$ cat src/sv/qte_pkg.sv
package qte_pkg;

  localparam int WORK_FRAC = 28;
  // working word: products and sums reach about 37 * 2^28 inside the cordic
  localparam int WW        = 40;
  // angle accumulator, 2^31 = pi, plus guard bits for the half-turn offset
  localparam int AW        = 34;
  // floor square root of a 57-bit operand: one result bit per stage
  localparam int SQ_STAGES = 29;
  localparam int REM_W     = 57;
  localparam int RES_W     = 58;
  localparam int SABS_W    = 29;

  localparam int MQ_DEPTH  = 4;
  localparam int MQ_AW     = 2;
  localparam int OQ_DEPTH  = 2;

  localparam logic [31:0] ATAN_TAB [32] = '{
    32'd536870912, 32'd316933406, 32'd167458907, 32'd85004756, 32'd42667331,
    32'd21354465, 32'd10679838, 32'd5340245, 32'd2670163, 32'd1335087,
    32'd667544, 32'd333772, 32'd166886, 32'd83443, 32'd41722, 32'd20861,
    32'd10430, 32'd5215, 32'd2608, 32'd1304, 32'd652, 32'd326, 32'd163,
    32'd81, 32'd41, 32'd20, 32'd10, 32'd5, 32'd3, 32'd1, 32'd1, 32'd0
  };

  typedef struct packed {
    logic signed [WW-1:0] roll_y;
    logic signed [WW-1:0] roll_x;
    logic signed [WW-1:0] yaw_y;
    logic signed [WW-1:0] yaw_x;
    logic signed [WW-1:0] sin_p;
    logic                 clamped;
  } entry_t;

  typedef struct packed {
    logic signed [15:0] yaw;
    logic signed [15:0] pitch;
    logic signed [15:0] roll;
    logic               clamped;
  } result_t;

endpackage

$ cat src/sv/qte_fifo.sv
module qte_fifo import qte_pkg::*; (
  input  logic             clk_i,
  input  logic             rst_ni,
  input  logic             wr_i,
  input  entry_t           wdata_i,
  input  logic             rd_i,
  output entry_t           rdata_o,
  output logic             empty_o,
  output logic [MQ_AW:0]   count_o
);

  entry_t             mem_q [MQ_DEPTH];
  logic [MQ_AW-1:0]   wp_q, rp_q;
  logic [MQ_AW:0]     cnt_q;

  always_ff @(posedge clk_i or negedge rst_ni) begin
    if (!rst_ni) begin
      wp_q  <= '0;
      rp_q  <= '0;
      cnt_q <= '0;
    end else begin
      if (wr_i) wp_q <= wp_q + 1'b1;
      if (rd_i) rp_q <= rp_q + 1'b1;
      cnt_q <= cnt_q + (MQ_AW+1)'(wr_i) - (MQ_AW+1)'(rd_i);
    end
  end

  always_ff @(posedge clk_i) begin
    if (wr_i) mem_q[wp_q] <= wdata_i;
  end

  assign rdata_o = mem_q[rp_q];
  assign empty_o = (cnt_q == '0);
  assign count_o = cnt_q;

endmodule

$ cat config.mk
export PLATFORM = sky130hd
export DESIGN_NAME = qte_fifo
export DESIGN_NICKNAME = d
export VERILOG_FILES = /design/src/sv/qte_pkg.sv /design/src/sv/qte_fifo.sv
export SDC_FILE = /design/constraint.sdc
export NUM_CORES = 1
export LEC_CHECK = 0
export BUFFER_PORTS_ARGS = -buffer_cell sky130_fd_sc_hd__buf_2
export CAP_MARGIN = 20
export CORE_UTILIZATION = 40
export CTS_CLUSTER_SIZE = 30
export DETAILED_ROUTE_END_ITERATION = 10
export PLACE_DENSITY = 0.6
export SETUP_SLACK_MARGIN = 0.15
export SLEW_MARGIN = 5
export SYNTH_ARGS = -nofsm -noshare
export SYNTH_HDL_FRONTEND = slang
export SYNTH_SLANG_ARGS = --single-unit
$ cat constraint.sdc
create_clock -name clk_i -period 8.94 [get_ports clk_i]
set_clock_uncertainty 0.05 [all_clocks]
set_input_delay 0.447 -clock clk_i [delete_from_list [all_inputs] [get_ports clk_i]]
set_output_delay 0.447 -clock clk_i [all_outputs]
set_load 0.05 [all_outputs]
==> results.yml <==
timing:
  setup_viol: 0
  fin_crit_ps: 3730
  hold_viol: 0
  slew_viol_final: 0
  rsz0062_at_grt: "no"
  holdWs_ps: 52.24
  worst_pin_slew_ps: 1014
  setup_tns_ps: 0
  fmax_mhz: 268.1
  relSlewSlack: 0.3243
  finalCritPeriodShare: 0.4172
worst_setup_path:
  cp-start-kind: "flop"
  crit_buf_inv: 2
  critPathMaxFanout: 99
  cp_cell_sequence: "buf_12 -> mux4_2 -> buf_2"
  critPathTopFamily: "buffers and inverters"
  critPathMaxStageDelay_ps: 830
  crit_path_top_delay_cell: "dfrtp_4"
  critical_path_required_ps: 8440
  cp-end-kind: "primary output"
  crit_type: "flop to primary output"
  arrival_ps: 3230
die:
  core_mm2: 0.07283
  dieArea_mm2: 0.07459
  io-pin-count: 410
  die_w_um: 273.1
  num_rows: 99
  die_h_um: 273.1
  start_util: 0.4037
synthesis:
  syn_inst: 1083
  syn_avg_cell_area_um2: 27.15
  synth-seq-area-share: 0.8271
  yosys_warnings: 0
  synthesis.area_mm2: 0.02940
  syn_nets: 1295
  yosysUniqueCellTypes: 18
  ys_ff_latch: 811
worst_hold_path:
  min_path_type: "primary input to flop"
power:
  max-vdd-ir-drop_v: 0.0002696
  power_density_mw_per_mm2: 367.1
  p_int_mw: 8.325
  switching_share: 0.3884
  clockPowerShare: 0.239
  p_seq_frac: 0.381
  switchingPower_mw: 5.288
  pwr-share-comb: 0.380
  leakage_nw: 12.68
global_route:
  overflow: 0
  grt_pass1_vias: 15290
  grt_pass1_wl_um: 88790
  antenna_found_initial: 3
  track_usage: 0.1583
  grt_max_degree: 107
run:
  drv_cap: 0
cells_and_area:
  final_nets: 1964
  drive_above_1_share: 0.4089
  fill_cells: 5778
  area_delta_synth_final_pct: 26.12
placement:
  globalplace.congestion: 0.7192
  dp_hpwl_um: 34380
  port_buffers: 409
routing:
  routed_wl_um: 58510
  first_iter_violations: 802
  viasPerCell: 4.931
  firstDrtPassIters: 4
  wl_per_cell_um: 21.05
  detail-route-antenna-nets: 0
  drc: 0
  num_vias: 13710
cts:
  ctsResizeCount: 0
  clkTransAtPathRegs_ps: 60
  htreeDepth: 3
  clock-root-buffer: "clkbuf_16"
  cts_tree: "yes"
  clk-insertion-delay-late_ps: 610
  cts_buffer_depth: 3
  clock-sinks: 811
  cts_inserted_buffers: 84
run_status:
  status: "finished, final reports clean"
final timing paths:
check                               end  cells past startpoint  slack (ps)        start
max                        rdata_o[103]                      3        5210      rp_q[0]
min                        mem_q[1][64]                      1          50  wdata_i[64]
max reg2reg                mem_q[1][71]                      5        5630      wp_q[1]
min reg2reg                     wp_q[0]                      1         490      wp_q[0]
max in group asynchronous       rp_q[1]                      2        8500       rst_ni
min in group asynchronous    count_o[2]                      2         170       rst_ni
power by group through the flow:
| stage | clock [mW] | combinational, mW | sequential, mW |
|---|---|---|---|
| after floorplan | 0 | 4.09 | 5.32 |
| after global placement | 0 | 5.20 | 5.24 |
| after detailed placement | 0 | 5.19 | 5.29 |
| after CTS | 3.34 | 5.28 | 5.21 |
| after global routing | 3.49 | 5.44 | 5.26 |
| final | 3.25 | 5.17 | 5.19 |
logic make-up after synthesis:
group | after synthesis | synth area share
compound gates | 1 | 0.0001701
xor+xnor | 5 | 0.001490
fa+ha+maj | 7 | 0.003234
buf+inv | 51 | 0.01272
flops | 811 | 0.8271
mux | 201 | 0.1540
simple gates | 7 | 0.001277
cells in the final DEF (no fill, tap or decap), types with 5 or more instances in the layout:
cell type	instances
buf_2	409
buf_4	15
clkbuf_1	18
clkbuf_16	84
clkinv_1	23
clkinv_2	13
dfrtp_1	5
dlygate4sd3_1	202
edfxtp_1	804
ha_1	6
inv_1	6
mux4_2	201
registers in the layout, summed over array words and instances (netlist names):
signal,flops
count_o,3
wp_q,2
rp_q,2
mem_q,804
per-stage QoR:
step	instance area (um^2)	setup slack (ps)	utilization	power, mW	instances
after detailed placement	32470	5482	0.4458	10.48	2423
after global placement	32470	5486	0.4458	10.44	2423
final	37080	5210	0.5091	13.61	2780
after global routing	37080	4923	0.5091	14.18	2779
after CTS	37070	5057	0.5090	13.83	2776
after floorplan	29400	3112	-	9.404	1083
cells in the mapped netlist:
library cell,number,area [um^2]
edfxtp_1,804,24140
xnor2_1,3,26.28
inv_1,6,22.52
dfrtp_1,7,175.2
buf_8,1,15.01
nand2_1,2,7.510
mux4_2,201,4527
buf_4,1,7.510
o21ai_0,1,5.000
buf_1,1,3.750
fa_1,1,20.02
and2_1,4,25.02
buf_6,19,214.0
nor3_1,1,5.000
clkbuf_1,3,11.26
ha_1,6,75.07
xor2_1,2,17.52
buf_2,20,100.1
cell type report:
cell class                 instances  area (um^2)  area share
sequential                       811        24330      0.6560
multi-input combinational        221         4718      0.1272
timing repair buffer             628         4222      0.1139
clock buffer                     102         2170     0.05851
tap                              959         1200     0.03236
clock inverter                    49        411.6     0.01110
inverter                           6        22.52   0.0006074
antenna                            4        10.01   0.0002700
worst reg2reg max path: cells and delay by family, from the launching register on:
family        cells  cell delay, ps
fa+ha+maj         1             160
buf+inv           3            1640
flops             1             400
simple gates      1             650
repair_timing:
action,CTS,global route
hold endpoints to repair,808,0
hold buffers,202,0
setup buffers,0,0
routing by layer:
metal,track usage,vias up,wire (um)
met4,0.05190,0,1395
li1,-,6069,-
met3,0.04472,96,4121
met1,0.1980,7149,23280
met5,0,-,0
met2,0.2658,393,29720
Power figures use the tool's default switching activity.
